File: config.mk
export PLATFORM = sky130hd
export DESIGN_NAME = color_mask_row_edge_detector_unit
export DESIGN_NICKNAME = d
export VERILOG_FILES = /design/src/hw/rtl/cmred_pkg.sv /design/src/hw/rtl/color_mask_row_edge_detector_unit.sv /design/src/hw/rtl/cmred_window.sv /design/src/hw/rtl/cmred_rowproj.sv /design/src/hw/rtl/cmred_out_stage.sv
export SDC_FILE = /design/constraint.sdc
export NUM_CORES = 1
export LEC_CHECK = 0
export BUFFER_PORTS_ARGS = -buffer_cell sky130_fd_sc_hd__buf_2
export CAP_MARGIN = 0
export CORE_AREA = 2 2 190 192
export DETAILED_ROUTE_END_ITERATION = 7
export DIE_AREA = 0 0 192 194
export SETUP_SLACK_MARGIN = 0.1
export SYNTH_ARGS = -nofsm -noshare
export SYNTH_HDL_FRONTEND = slang
export SYNTH_SLANG_ARGS = --single-unit
File: constraint.sdc
create_clock -name clk -period 8.15 [get_ports clk]
set_clock_uncertainty 0.05 [all_clocks]
set_input_delay 0.4075 -clock clk [delete_from_list [all_inputs] [get_ports clk]]
set_output_delay 0.4075 -clock clk [all_outputs]
set_load 0.02 [all_outputs]
File: src/hw/rtl/cmred_pkg.sv
// ----------------------------------------------------------------------------
// cmred_pkg
// Shared types and constants for the color mask row edge detector.
// ----------------------------------------------------------------------------
package cmred_pkg;

  localparam int FRAME_ROWS_I = 520;
  localparam int ROW_PIXELS_I = 240;
  localparam int MAX_POLES_I  = 128;

  localparam int POLE_CAP_I   = (MAX_POLES_I > 128) ? 128 :
                                ((MAX_POLES_I < 1) ? 1 : MAX_POLES_I);

  // row length in macropixels, frame length in rows, pole index cap
  localparam logic [6:0]  MACROS_PER_ROW = 7'((ROW_PIXELS_I + 1) / 2);
  localparam logic [10:0] FRAME_ROWS     = 11'(FRAME_ROWS_I);
  localparam logic [7:0]  POLE_CAP       = 8'(POLE_CAP_I);

  localparam logic [7:0]  OVL_CHROMA = 8'd128;
  localparam logic [7:0]  OVL_LUMA   = 8'd255;

  localparam int OUT_TDATA_W = 56;
  localparam int IN_TDATA_W  = 32;

  typedef enum logic [1:0] {
    KIND_OVERLAY = 2'd0,
    KIND_START   = 2'd1,
    KIND_END     = 2'd2
  } kind_t;

  typedef enum logic [2:0] {
    REG_LUMA_MIN  = 3'd0,
    REG_LUMA_MAX  = 3'd1,
    REG_BLUE_MIN  = 3'd2,
    REG_BLUE_MAX  = 3'd3,
    REG_RED_MIN   = 3'd4,
    REG_RED_MAX   = 3'd5,
    REG_EDGE_THR  = 3'd6,
    REG_SKIP_ROWS = 3'd7
  } reg_idx_t;

  typedef struct packed {
    logic [7:0] luma_min;
    logic [7:0] luma_max;
    logic [7:0] blue_diff_min;
    logic [7:0] blue_diff_max;
    logic [7:0] red_diff_min;
    logic [7:0] red_diff_max;
    logic [7:0] edge_threshold;
    logic [7:0] skip_rows;
  } cfg_t;

  typedef struct packed {
    logic [7:0] u;
    logic [7:0] y0;
    logic [7:0] v;
    logic [7:0] y1;
    logic       mask;
  } ovl_t;

  typedef struct packed {
    logic       hit;
    kind_t      kind;
    logic [9:0] row;
    logic [6:0] pole_index;
    logic       pole_overflow;
  } edge_ev_t;

endpackage

File: src/hw/rtl/color_mask_row_edge_detector_unit.sv
// ----------------------------------------------------------------------------
// color_mask_row_edge_detector_unit
// UYVY color window mask with overlay output and row projection pole edges.
// ----------------------------------------------------------------------------
//  channel | dir | tdata / data                            | tuser  | tlast
//  in_     | in  | u, y_first, v, y_second (8 b each)      | -      | -
//  out_    | out | u, y_first, v, y_second, mask, row,     | kind   | last of
//          |     | pole index, overflow                    |        | input
//  cfg_    | in  | index 3 b, data 8 b                     | -      | -
//
//  One item per cycle enters the input register while the result register
//  keeps draining; compare/add logic feeds the result register. An input that
//  ends a row with an edge gives two results and so holds the result register
//  until both are taken; otherwise it gives one result.
//  Stalls on out_tready propagate back through in_tready; one item waits in
//  the input register while a finished result waits downstream.
//  Reset (synchronous, rst_n low) clears all counters and loads default
//  thresholds.
// ----------------------------------------------------------------------------
module color_mask_row_edge_detector_unit (
  input  logic                               clk,
  input  logic                               rst_n,
  input  logic                               in_tvalid,
  output logic                               in_tready,
  // [7:0] chroma_u, [15:8] luma_first, [23:16] chroma_v, [31:24] luma_second
  input  logic [cmred_pkg::IN_TDATA_W-1:0]   in_tdata,
  output logic                               out_tvalid,
  input  logic                               out_tready,
  // [7:0] out_u, [15:8] out_y_first, [23:16] out_v, [31:24] out_y_second,
  // [32] in_mask, [42:33] edge_row, [49:43] pole_index, [50] pole_overflow,
  // [55:51] zero
  output logic [cmred_pkg::OUT_TDATA_W-1:0]  out_tdata,
  // [1:0] kind
  output logic [1:0]                         out_tuser,
  output logic                               out_tlast,
  input  logic                               cfg_valid,
  output logic                               cfg_ready,
  input  cmred_pkg::reg_idx_t                cfg_index,
  input  logic [7:0]                         cfg_data
);
  import cmred_pkg::*;

  cfg_t                  cfg_r;
  logic                  in_valid_r;
  logic [IN_TDATA_W-1:0] in_data_r;
  logic                  free;
  logic                  advance;
  ovl_t                  ovl;
  edge_ev_t              ev;

  assign cfg_ready = 1'b1;
  assign advance   = in_valid_r && free;
  assign in_tready = !in_valid_r || free;

  always_ff @(posedge clk) begin
    if (!rst_n) begin
      cfg_r.luma_min       <= 8'd26;
      cfg_r.luma_max       <= 8'd164;
      cfg_r.blue_diff_min  <= 8'd45;
      cfg_r.blue_diff_max  <= 8'd130;
      cfg_r.red_diff_min   <= 8'd160;
      cfg_r.red_diff_max   <= 8'd192;
      cfg_r.edge_threshold <= 8'd34;
      cfg_r.skip_rows      <= 8'd8;
    end else if (cfg_valid) begin
      unique case (cfg_index)
        REG_LUMA_MIN:  cfg_r.luma_min       <= cfg_data;
        REG_LUMA_MAX:  cfg_r.luma_max       <= cfg_data;
        REG_BLUE_MIN:  cfg_r.blue_diff_min  <= cfg_data;
        REG_BLUE_MAX:  cfg_r.blue_diff_max  <= cfg_data;
        REG_RED_MIN:   cfg_r.red_diff_min   <= cfg_data;
        REG_RED_MAX:   cfg_r.red_diff_max   <= cfg_data;
        REG_EDGE_THR:  cfg_r.edge_threshold <= cfg_data;
        REG_SKIP_ROWS: cfg_r.skip_rows      <= cfg_data;
        default: ;
      endcase
    end
  end

  always_ff @(posedge clk) begin
    if (!rst_n) begin
      in_valid_r <= 1'b0;
    end else if (in_tready) begin
      in_valid_r <= in_tvalid;
    end
  end

  always_ff @(posedge clk) begin
    if (in_tvalid && in_tready) begin
      in_data_r <= in_tdata;
    end
  end

  cmred_window u_window (
    .cfg (cfg_r),
    .u   (in_data_r[7:0]),
    .y0  (in_data_r[15:8]),
    .v   (in_data_r[23:16]),
    .y1  (in_data_r[31:24]),
    .ovl (ovl)
  );

  cmred_rowproj u_rowproj (
    .clk            (clk),
    .rst_n          (rst_n),
    .advance        (advance),
    .match          (ovl.mask),
    .edge_threshold (cfg_r.edge_threshold),
    .skip_rows      (cfg_r.skip_rows),
    .ev             (ev)
  );

  cmred_out_stage u_out (
    .clk        (clk),
    .rst_n      (rst_n),
    .load       (advance),
    .ovl        (ovl),
    .ev         (ev),
    .free       (free),
    .out_tvalid (out_tvalid),
    .out_tready (out_tready),
    .out_tdata  (out_tdata),
    .out_tuser  (out_tuser),
    .out_tlast  (out_tlast)
  );

  // a held input item stays until it moves into the result register
  a_in_hold: assert property (@(posedge clk) disable iff (!rst_n)
    in_valid_r && !advance |=> in_valid_r && $stable(in_data_r))
    else $error("input item dropped");

endmodule

File: src/hw/rtl/cmred_window.sv
// ----------------------------------------------------------------------------
// cmred_window
// Y/U/V window test of one macropixel and the overlay bytes it produces.
// ----------------------------------------------------------------------------
module cmred_window (
  input  cmred_pkg::cfg_t cfg,
  input  logic [7:0]      u,
  input  logic [7:0]      y0,
  input  logic [7:0]      v,
  input  logic [7:0]      y1,
  output cmred_pkg::ovl_t ovl
);
  import cmred_pkg::*;

  logic match;

  // an inverted window always fails at least one compare on that side, so never matches
  assign match = (y0 >= cfg.luma_min)      && (y0 <= cfg.luma_max) &&
                 (u  >= cfg.blue_diff_min) && (u  <= cfg.blue_diff_max) &&
                 (v  >= cfg.red_diff_min)  && (v  <= cfg.red_diff_max);

  always_comb begin
    ovl.u    = match ? OVL_CHROMA : u;
    ovl.y0   = match ? OVL_LUMA   : y0;
    ovl.v    = match ? OVL_CHROMA : v;
    ovl.y1   = match ? OVL_LUMA   : y1;
    ovl.mask = match;
  end

endmodule

File: src/hw/rtl/cmred_rowproj.sv
// ----------------------------------------------------------------------------
// cmred_rowproj
// Per-row match count, two-rows-back difference, edge decision and
// row/skip/pole bookkeeping.
// ----------------------------------------------------------------------------
module cmred_rowproj (
  input  logic                clk,
  input  logic                rst_n,
  input  logic                advance,
  input  logic                match,
  input  logic [7:0]          edge_threshold,
  input  logic [7:0]          skip_rows,
  output cmred_pkg::edge_ev_t ev
);
  import cmred_pkg::*;

  logic [7:0]  acc_r, acc_nxt;
  logic [7:0]  back1_r, back1_nxt;
  logic [7:0]  back2_r, back2_nxt;
  logic [6:0]  col_r, col_nxt;
  logic [9:0]  row_r, row_nxt;
  logic [7:0]  skip_r, skip_nxt;
  logic [7:0]  pole_r, pole_nxt;

  logic [8:0]  acc_inc;
  logic [7:0]  acc_cur;
  logic [6:0]  col_inc;
  logic        row_end;
  logic [8:0]  diff;
  logic [8:0]  mag;
  logic        hit;
  logic        ovf;
  logic [10:0] row_inc;
  logic        frame_end;

  always_comb begin
    acc_inc   = {1'b0, acc_r} + 9'd2;
    acc_cur   = match ? (acc_inc[8] ? 8'hFF : acc_inc[7:0]) : acc_r;
    col_inc   = col_r + 7'd1;
    row_end   = (col_inc >= MACROS_PER_ROW);
    diff      = {1'b0, acc_cur} - {1'b0, back2_r};
    mag       = diff[8] ? (9'd0 - diff) : diff;
    hit       = row_end && (row_r >= 10'd2) && (skip_r == 8'd0) &&
                (mag > {1'b0, edge_threshold});
    ovf       = (pole_r >= POLE_CAP);
    row_inc   = {1'b0, row_r} + 11'd1;
    frame_end = (row_inc >= FRAME_ROWS);

    ev.hit           = hit;
    ev.kind          = diff[8] ? KIND_END : KIND_START;
    ev.row           = row_r - 10'd1;
    ev.pole_index    = ovf ? 7'(POLE_CAP - 8'd1) : pole_r[6:0];
    ev.pole_overflow = ovf;

    acc_nxt   = acc_cur;
    back1_nxt = back1_r;
    back2_nxt = back2_r;
    col_nxt   = col_inc;
    row_nxt   = row_r;
    skip_nxt  = skip_r;
    pole_nxt  = pole_r;

    if (row_end) begin
      if (row_r >= 10'd2) begin
        if (skip_r != 8'd0) begin
          skip_nxt = skip_r - 8'd1;
        end else if (hit) begin
          skip_nxt = skip_rows;
          if (diff[8] && !ovf) begin
            pole_nxt = pole_r + 8'd1;
          end
        end
      end
      back2_nxt = back1_r;
      back1_nxt = acc_cur;
      acc_nxt   = 8'd0;
      col_nxt   = 7'd0;
      row_nxt   = row_inc[9:0];
      if (frame_end) begin
        row_nxt  = 10'd0;
        skip_nxt = 8'd0;
        pole_nxt = 8'd0;
      end
    end
  end

  always_ff @(posedge clk) begin
    if (!rst_n) begin
      acc_r   <= 8'd0;
      back1_r <= 8'd0;
      back2_r <= 8'd0;
      col_r   <= 7'd0;
      row_r   <= 10'd0;
      skip_r  <= 8'd0;
      pole_r  <= 8'd0;
    end else if (advance) begin
      acc_r   <= acc_nxt;
      back1_r <= back1_nxt;
      back2_r <= back2_nxt;
      col_r   <= col_nxt;
      row_r   <= row_nxt;
      skip_r  <= skip_nxt;
      pole_r  <= pole_nxt;
    end
  end

  // pole count never passes the cap
  a_pole_capped: assert property (@(posedge clk) disable iff (!rst_n)
    pole_r <= POLE_CAP)
    else $error("pole counter above cap");

  // an edge outside the last row of a frame resets the skip window to the configured length
  a_skip_load: assert property (@(posedge clk) disable iff (!rst_n)
    advance && hit && !frame_end |=> skip_r == $past(skip_rows))
    else $error("skip counter not loaded after edge");

endmodule

File: src/hw/rtl/cmred_out_stage.sv
// ----------------------------------------------------------------------------
// cmred_out_stage
// Result register: holds the overlay item and an optional edge item of one
// input and hands them out in that order.
// ----------------------------------------------------------------------------
module cmred_out_stage (
  input  logic                          clk,
  input  logic                          rst_n,
  input  logic                          load,
  input  cmred_pkg::ovl_t               ovl,
  input  cmred_pkg::edge_ev_t           ev,
  output logic                          free,
  output logic                          out_tvalid,
  input  logic                          out_tready,
  output logic [cmred_pkg::OUT_TDATA_W-1:0] out_tdata,
  output logic [1:0]                    out_tuser,
  output logic                          out_tlast
);
  import cmred_pkg::*;

  logic     valid_r;
  logic     phase_r;   // 0: overlay item, 1: edge item
  ovl_t     ovl_r;
  edge_ev_t ev_r;
  logic     pop;
  logic     last_pop;

  assign pop      = valid_r && out_tready;
  assign last_pop = pop && (phase_r || !ev_r.hit);
  assign free     = !valid_r || last_pop;

  always_ff @(posedge clk) begin
    if (!rst_n) begin
      valid_r <= 1'b0;
      phase_r <= 1'b0;
    end else if (load) begin
      valid_r <= 1'b1;
      phase_r <= 1'b0;
    end else if (last_pop) begin
      valid_r <= 1'b0;
      phase_r <= 1'b0;
    end else if (pop) begin
      phase_r <= 1'b1;
    end
  end

  always_ff @(posedge clk) begin
    if (load) begin
      ovl_r <= ovl;
      ev_r  <= ev;
    end
  end

  always_comb begin
    out_tvalid = valid_r;
    out_tdata  = '0;
    if (phase_r) begin
      out_tuser        = ev_r.kind;
      out_tlast        = 1'b1;
      out_tdata[42:33] = ev_r.row;
      out_tdata[49:43] = ev_r.pole_index;
      out_tdata[50]    = ev_r.pole_overflow;
    end else begin
      out_tuser        = KIND_OVERLAY;
      out_tlast        = !ev_r.hit;
      out_tdata[7:0]   = ovl_r.u;
      out_tdata[15:8]  = ovl_r.y0;
      out_tdata[23:16] = ovl_r.v;
      out_tdata[31:24] = ovl_r.y1;
      out_tdata[32]    = ovl_r.mask;
    end
  end

  // the edge phase exists only for an input that produced an edge
  a_phase_edge: assert property (@(posedge clk) disable iff (!rst_n)
    valid_r && phase_r |-> ev_r.hit)
    else $error("edge phase without edge");

  // a new pair never lands on a result still owed downstream
  a_no_overwrite: assert property (@(posedge clk) disable iff (!rst_n)
    load |-> free)
    else $error("result register overwritten");

endmodule

=== Word-level counts from Yosys, hierarchy flattened ===
Index checks and enable logic that the tools add are counted.

* Output and inout port bits: 62
* Register bits: 210
* Input bits: 48
* Logic and storage cells: 119

* Bitwise logic cells: 1
* Equality and inequality tests: 8
* Reductions and logical operators: 40
* Add/sub/neg operators: 8
* Multiplexer cells: 22
* $lt $le $gt $ge: 11

{| class="wikitable"
|+ Operators with widths
! operator !! number
|-
| 8-bit two-way mux || 12
|-
| 33-bit two-way mux || 1
|-
| 8-bit >= comparator || 3
|-
| 8-bit <= comparator || 3
|-
| 18-bit two-way mux || 1
|-
| 2-bit AND reduction || 9
|-
| 1-bit logical AND || 13
|-
| 3-bit equality test (second input constant) || 4
|-
| 10-bit by 1-bit adder with 11-bit output (second input constant) || 1
|-
| 11-bit by 10-bit >= comparator with 1-bit output (second input constant) || 1
|-
| 10-bit by 2-bit >= comparator with 1-bit output (second input constant) || 1
|-
| 10-bit two-way mux || 1
|-
| 10-bit by 1-bit subtractor with 10-bit output (second input constant) || 1
|-
| 8-bit by 2-bit adder with 9-bit output (second input constant) || 1
|-
| 9-bit by 8-bit greater-than comparator with 1-bit output || 1
|-
| 9-bit two-way mux || 1
|-
| 1-bit by 9-bit subtractor with 9-bit output (first input constant) || 1
|-
| 8-bit by 8-bit subtractor with 9-bit output || 1
|-
| 8-bit by 1-bit adder with 8-bit output (second input constant) || 1
|-
| 8-bit >= comparator (second input constant) || 1
|-
| 8-bit zero test || 1
|-
| 2-bit nonzero test || 4
|-
| 8-bit nonzero test || 1
|-
| 8-bit by 1-bit subtractor with 8-bit output (second input constant) || 1
|-
| other kinds (16) || 25
|}

=== Depth between registers and ports, before layout ===
* Depth in word-level cells: 16
* Gate-level depth with buffers: 29
* Depth with buffers taken out: 28

=== Modules after synthesis ===
Synthesis repeated with hierarchy kept, for this count alone.

* Cells, all modules: 1,145
* Area, all modules: 11,205.7 um2

{| class="wikitable"
|+ By module, submodules not included
! module !! times used !! sequential area each (um2) !! area each (um2) !! cells each
|-
| cmred_rowproj || 1 || 1,141.1 || 4,003.8 || 541
|-
| color_mask_row_edge_detector_unit || 1 || 2,262.2 || 3,522.1 || 279
|-
| cmred_out_stage || 1 || 1,661.6 || 2,140.8 || 129
|-
| cmred_window || 1 || 0.0 || 1,539.0 || 196
|}

=== Worst setup path before layout ===
No wires, ideal clock.

* Kind: register to register
* From: register in_data_r[13]
* To: register u_rowproj.skip_r[0]
* Required time: 8,041 ps
* Setup slack: 2,691 ps
* Arrival time: 5,350 ps
* Clock period less this slack: 5,459 ps
* Cell stages (with the launch flop): 25
* Buffers on the path: 1
* Setup time: 59 ps
* Path through: edfxtp_1 > ha_1 > a22o_1 > a2111oi_0 > nor3_1 > and4_1 > nand4_1 > buf_2 > mux2_2 > ha_1 > o21ai_0 > a2111o_1 > o211ai_1 > nor4_1 > nor2_1 > xnor2_1 > ha_1 > a21oi_1 > o21ai_0 > a221oi_1 > a41oi_1 > a41oi_1 > nand2_1 > a21oi_1 > a22o_1

* Cells in the longest elaborated chain, start to end: 14
* Elaborated cells on any way between the ends: 15
* Those cells by class: add/sub (2); order compare (3); mux (2); reduce/logical (8)

{| class="wikitable"
|+ RTL lines
! what !! RTL line !! RTL
|-
| start: declaration || color_mask_row_edge_detector_unit.sv:45 || <nowiki>logic [IN_TDATA_W-1:0] in_data_r;</nowiki>
|-
| start signal: assignment || color_mask_row_edge_detector_unit.sv:90 || <nowiki>in_data_r <= in_tdata;</nowiki>
|-
| 8-bit >= comparator / 8-bit <= comparator (equally long branches) || cmred_window.sv:18 || <nowiki>assign match = (y0 >= cfg.luma_min) && (y0 <= cfg.luma_max) &&</nowiki>
|-
| 1-bit logical AND * (2 in a row) || cmred_window.sv:18 ||
|-
| 1-bit logical AND * (2 in a row) || cmred_window.sv:19 || <nowiki>(u >= cfg.blue_diff_min) && (u <= cfg.blue_diff_max) &&</nowiki>
|-
| 1-bit logical AND * || cmred_window.sv:20 || <nowiki>(v >= cfg.red_diff_min) && (v <= cfg.red_diff_max);</nowiki>
|-
| 8-bit two-way mux * || cmred_rowproj.sv:38 || <nowiki>acc_cur = match ? (acc_inc[8] ? 8'hFF : acc_inc[7:0]) : acc_r;</nowiki>
|-
| via u_rowproj.acc_cur[2] || cmred_rowproj.sv:26 || <nowiki>logic [7:0] acc_cur;</nowiki>
|-
| 8-bit by 8-bit subtractor with 9-bit output * || cmred_rowproj.sv:41 || <nowiki>diff = {1'b0, acc_cur} - {1'b0, back2_r};</nowiki>
|-
| 1-bit by 9-bit subtractor with 9-bit output || cmred_rowproj.sv:42 || <nowiki>mag = diff[8] ? (9'd0 - diff) : diff;</nowiki>
|-
| 9-bit two-way mux * || cmred_rowproj.sv:42 ||
|-
| 9-bit by 8-bit greater-than comparator with 1-bit output * || cmred_rowproj.sv:44 || <nowiki>(mag > {1'b0, edge_threshold});</nowiki>
|-
| 1-bit logical AND * || cmred_rowproj.sv:43 || <nowiki>hit = row_end && (row_r >= 10'd2) && (skip_r == 8'd0) &&</nowiki>
|-
| 3-bit nonzero test (no source line) * || -- ||
|-
| 4-bit AND reduction (no source line) * || -- ||
|-
| end signal: assignment || cmred_rowproj.sv:102 || <nowiki>skip_r <= skip_nxt;</nowiki>
|-
| end: declaration || cmred_rowproj.sv:22 || <nowiki>logic [7:0] skip_r, skip_nxt;</nowiki>
|}

Mark *: on every way through the listed nets, which the timed path passes. The rest lies on a longest branch.
A chain may end at the register's enable or synchronous reset.

=== Worst setup path in the final report ===
* From: register in_data_r[13]
* To: register u_rowproj.skip_r[7]

Same word-level chain as after synthesis.

==> results.sh <==
export IMPL_status="completed"
export IMPL_grt_overflow_total=0
export IMPL_synthMostInstantiatedCell="nand2_1"
export IMPL_vias=8379
export IMPL_tritoncts="yes"
export IMPL_post_dp_hpwl_um=18020
export IMPL_crit_path_end_kind="flop"
export IMPL_die_x_um=192
export IMPL_drt_initial_drc_count=576
export IMPL_cts_resized=0
export IMPL_gr_usage_met1=0.1925
export IMPL_synth_area_top_cells="edfxtp_1 24%, dfxtp_1 23%, ha_1 8.6%, nand2_1 6.5%, a21boi_0 4.0%"
export IMPL_crit_type="flop to flop"
export IMPL_wirelength_um=26210
export IMPL_antenna_found_initial=2
export IMPL_row_count=69
export IMPL_r2r_cells=25
export IMPL_met3_usage=0.02516
export IMPL_power_density_nw_per_um2=193.5
export IMPL_finalCriticalPeriod_ns=7.003
export IMPL_synth_edf_count=86
export IMPL_fin_ws_ns=1.147
export IMPL_fp_dieH_um=194
export IMPL_yosysSeqAreaShare=0.4679
export IMPL_portBuffers=103
export IMPL_grt_busiest_layer="met2"
export IMPL_dr_pass1_iters=4
export IMPL_syn_area_um2=10830
export IMPL_viasPerCell=4.764
export IMPL_fp_coreArea_um2=35220
export IMPL_async_flop_share=0
export IMPL_worstHoldPathType="input port to flop"
export IMPL_grt_pass1_wl_um=42500
export IMPL_grt_max_degree=95
export IMPL_grt_usage=0.1417
export IMPL_cts_root_buf="clkbuf_16"
export IMPL_power_total_w=0.002488
export IMPL_syn_inst=1165
export IMPL_drive_above_1_share=0.1264
export IMPL_setup_viol=0
export IMPL_r2r_end="u_rowproj.skip_r[7]"
export IMPL_fin_tns_setup_ns=0
export IMPL_start_util=0.3073
export IMPL_critPathCapture="u_rowproj.skip_r[7]"
export IMPL_yosys_area_top_type="edfxtp_1"
export IMPL_io_pins=110
export IMPL_routedWlPerCell_um=14.90
export IMPL_rrSetupSlack_ns=1.15
export IMPL_hold_viol=0
export IMPL_dieArea_um2=37250
export IMPL_worst_path_max_fanout=11
export IMPL_period_share=0.8593
export IMPL_synthDistinctLibCells=68
export IMPL_synth_common_cells="187 x nand2_1, 124 x dfxtp_1, 86 x edfxtp_1"
export IMPL_synth_flop_cell="dfxtp_1"
export IMPL_worst_slew_pin_slew_ns=1.287
export IMPL_fmax_ghz=0.1428
export IMPL_yosysWarningCount=0
export IMPL_rsz0062_at_grt="false"
export IMPL_synth_seq_cells=210
export IMPL_synth_top_area_share=0.2386
export IMPL_place_congestion=0.8843
export IMPL_htree_num_levels=1
export IMPL_grt_use_met2=0.2306
export IMPL_grt_pass1_vias=8041
export IMPL_clock_latency_ns=0.53
export IMPL_p_leak_nw=5.030
export IMPL_path_clk_slew_ns=0.06
export IMPL_worstPathRequired_ns=8.57
export IMPL_arrival_ns=7.42
export IMPL_fin_nets=1401
export IMPL_relSlewSlack=0.1352
export IMPL_post_route_drc_count=0
export IMPL_postRouteAntennaNets=0
export IMPL_r2r_start="in_data_r[13]"
export IMPL_cp_start_kind="flop"
export IMPL_cts_buffers=25
export IMPL_maxCapViolCount=0
export IMPL_pre_cts_ws_ns=1.142
export IMPL_worst_ir_drop_vdd_uv=164.6
export IMPL_synth_avg_cell_area_um2=9.292
export IMPL_startpoint="in_data_r[13]"
export IMPL_clk_path_buf_depth=3
export IMPL_clock_sinks=210
export IMPL_area_delta_synth_final_pct=18.77
export IMPL_hold_ws_ns=0.03876
export IMPL_drv_slew=0
routing by layer:
layer / vias up / share of wire
li1: 4250 / -
met2: 159 / 0.46
met3: 42 / 0.047
met1: 3926 / 0.48
met4: 2 / 0.021
met5: - / 0.00042
sequential cells by signal, summed over array words and instances, names as in the netlist:
register / cells
cfg_r: 64
in_data_r: 32
in_valid_r: 1
u_out.ev_r: 21
u_out.out_tvalid: 1
u_out.ovl_r: 33
u_out.phase_r: 1
u_rowproj.acc_r: 8
u_rowproj.back1_r: 8
u_rowproj.back2_r: 8
u_rowproj.col_r: 7
u_rowproj.pole_r: 8
u_rowproj.row_r: 10
u_rowproj.skip_r: 8
worst min path at each step:
stage / slack, ns / from / endpoint / depth (start not counted)
final: 0.04 / in_tdata[0] / in_data_r[0] / 1
after CTS: 0.02 / in_tdata[0] / in_data_r[0] / 1
after global placement: 0.39 / u_rowproj.back1_r[7] / u_rowproj.back1_r[7] / 2
after floorplan: 0.38 / u_rowproj.back1_r[7] / u_rowproj.back1_r[7] / 2
after detailed placement: 0.40 / u_rowproj.acc_r[0] / u_rowproj.acc_r[0] / 2
after global routing: 0.02 / in_tdata[0] / in_data_r[0] / 1
kinds of logic after synthesis:
kind of cell | synth area share
flip-flops | 0.4679
XOR/XNOR | 0.02589
multiplexers | 0.005085
other | 0.0006937
adder cells (fa/ha/maj) | 0.08738
AO/OA/AOI/OAI | 0.1422
buffers and inverters | 0.05536
AND/OR/NAND/NOR | 0.2156
where the power goes:
| group | internal (W) | switching, W | total, W |
|---|---|---|---|
| Clock | 0.000711 | 0.000452 | 0.00116 |
| Combinational | 0.0000719 | 0.000113 | 0.000185 |
| Sequential | 0.00113 | 0.0000131 | 0.00114 |
worst max-delay path: stages (launching register included):
cell,delay (ns)
edfxtp_1,0.43
ha_1,0.31
a22o_1,0.22
a2111oi_0,0.77
nor3_1,0.08
and4_1,0.27
nand4_1,0.37
nor2_1,0.21
and2_1,0.23
a21oi_1,0.15
ha_1,0.33
and2_1,0.22
a211oi_1,0.27
o211ai_1,0.21
nor4_1,0.55
nor2_1,0.10
xnor2_1,0.16
ha_1,0.33
a21oi_1,0.13
o21ai_0,0.09
a221oi_1,0.37
a41oi_1,0.08
a41oi_1,0.29
nand2_1,0.09
a21oi_1,0.42
a22o_1,0.22
timing repair:
| action | CTS | global route |
|---|---|---|
| endpoints found under the hold margin | 30 | 0 |
| hold buffers | 30 | 0 |
| setup buffers | 0 | 0 |
area by class of cell:
cell class,instances,area [um^2]
antenna,1,2.502
clock buffer,34,679.4
clock inverter,12,172.7
fill,3640,22370
inverter,86,322.8
multi-input combinational,816,5176
sequential,210,5066
tap,461,576.8
timing repair buffer,139,860.8
stage by stage:
stage	std cells	utilization	cell area, um^2
finish	1759	0.3650	12860
CTS	1758	0.3649	12850
floorplan	1169	-	10840
global placement	1682	0.3322	11700
detailed placement	1682	0.3322	11700
global route	1758	0.3649	12850
layout by cell type, fill, tap and decap left out, drive strengths merged, types with 17 or more instances in the layout:
| cell | n |
|---|---|
| edfxtp | 86 |
| clkbuf | 34 |
| o211ai | 20 |
| ha | 74 |
| nand3 | 30 |
| buf | 109 |
| inv | 86 |
| o21ai | 35 |
| dfxtp | 124 |
| nand2b | 32 |
| xnor2 | 17 |
| nor2 | 63 |
| nor3 | 19 |
| and2 | 39 |
| dlygate4sd3 | 30 |
| a21oi | 44 |
| nor2b | 42 |
| nand2 | 187 |
| a21boi | 58 |
Power figures use the tool's default switching activity.
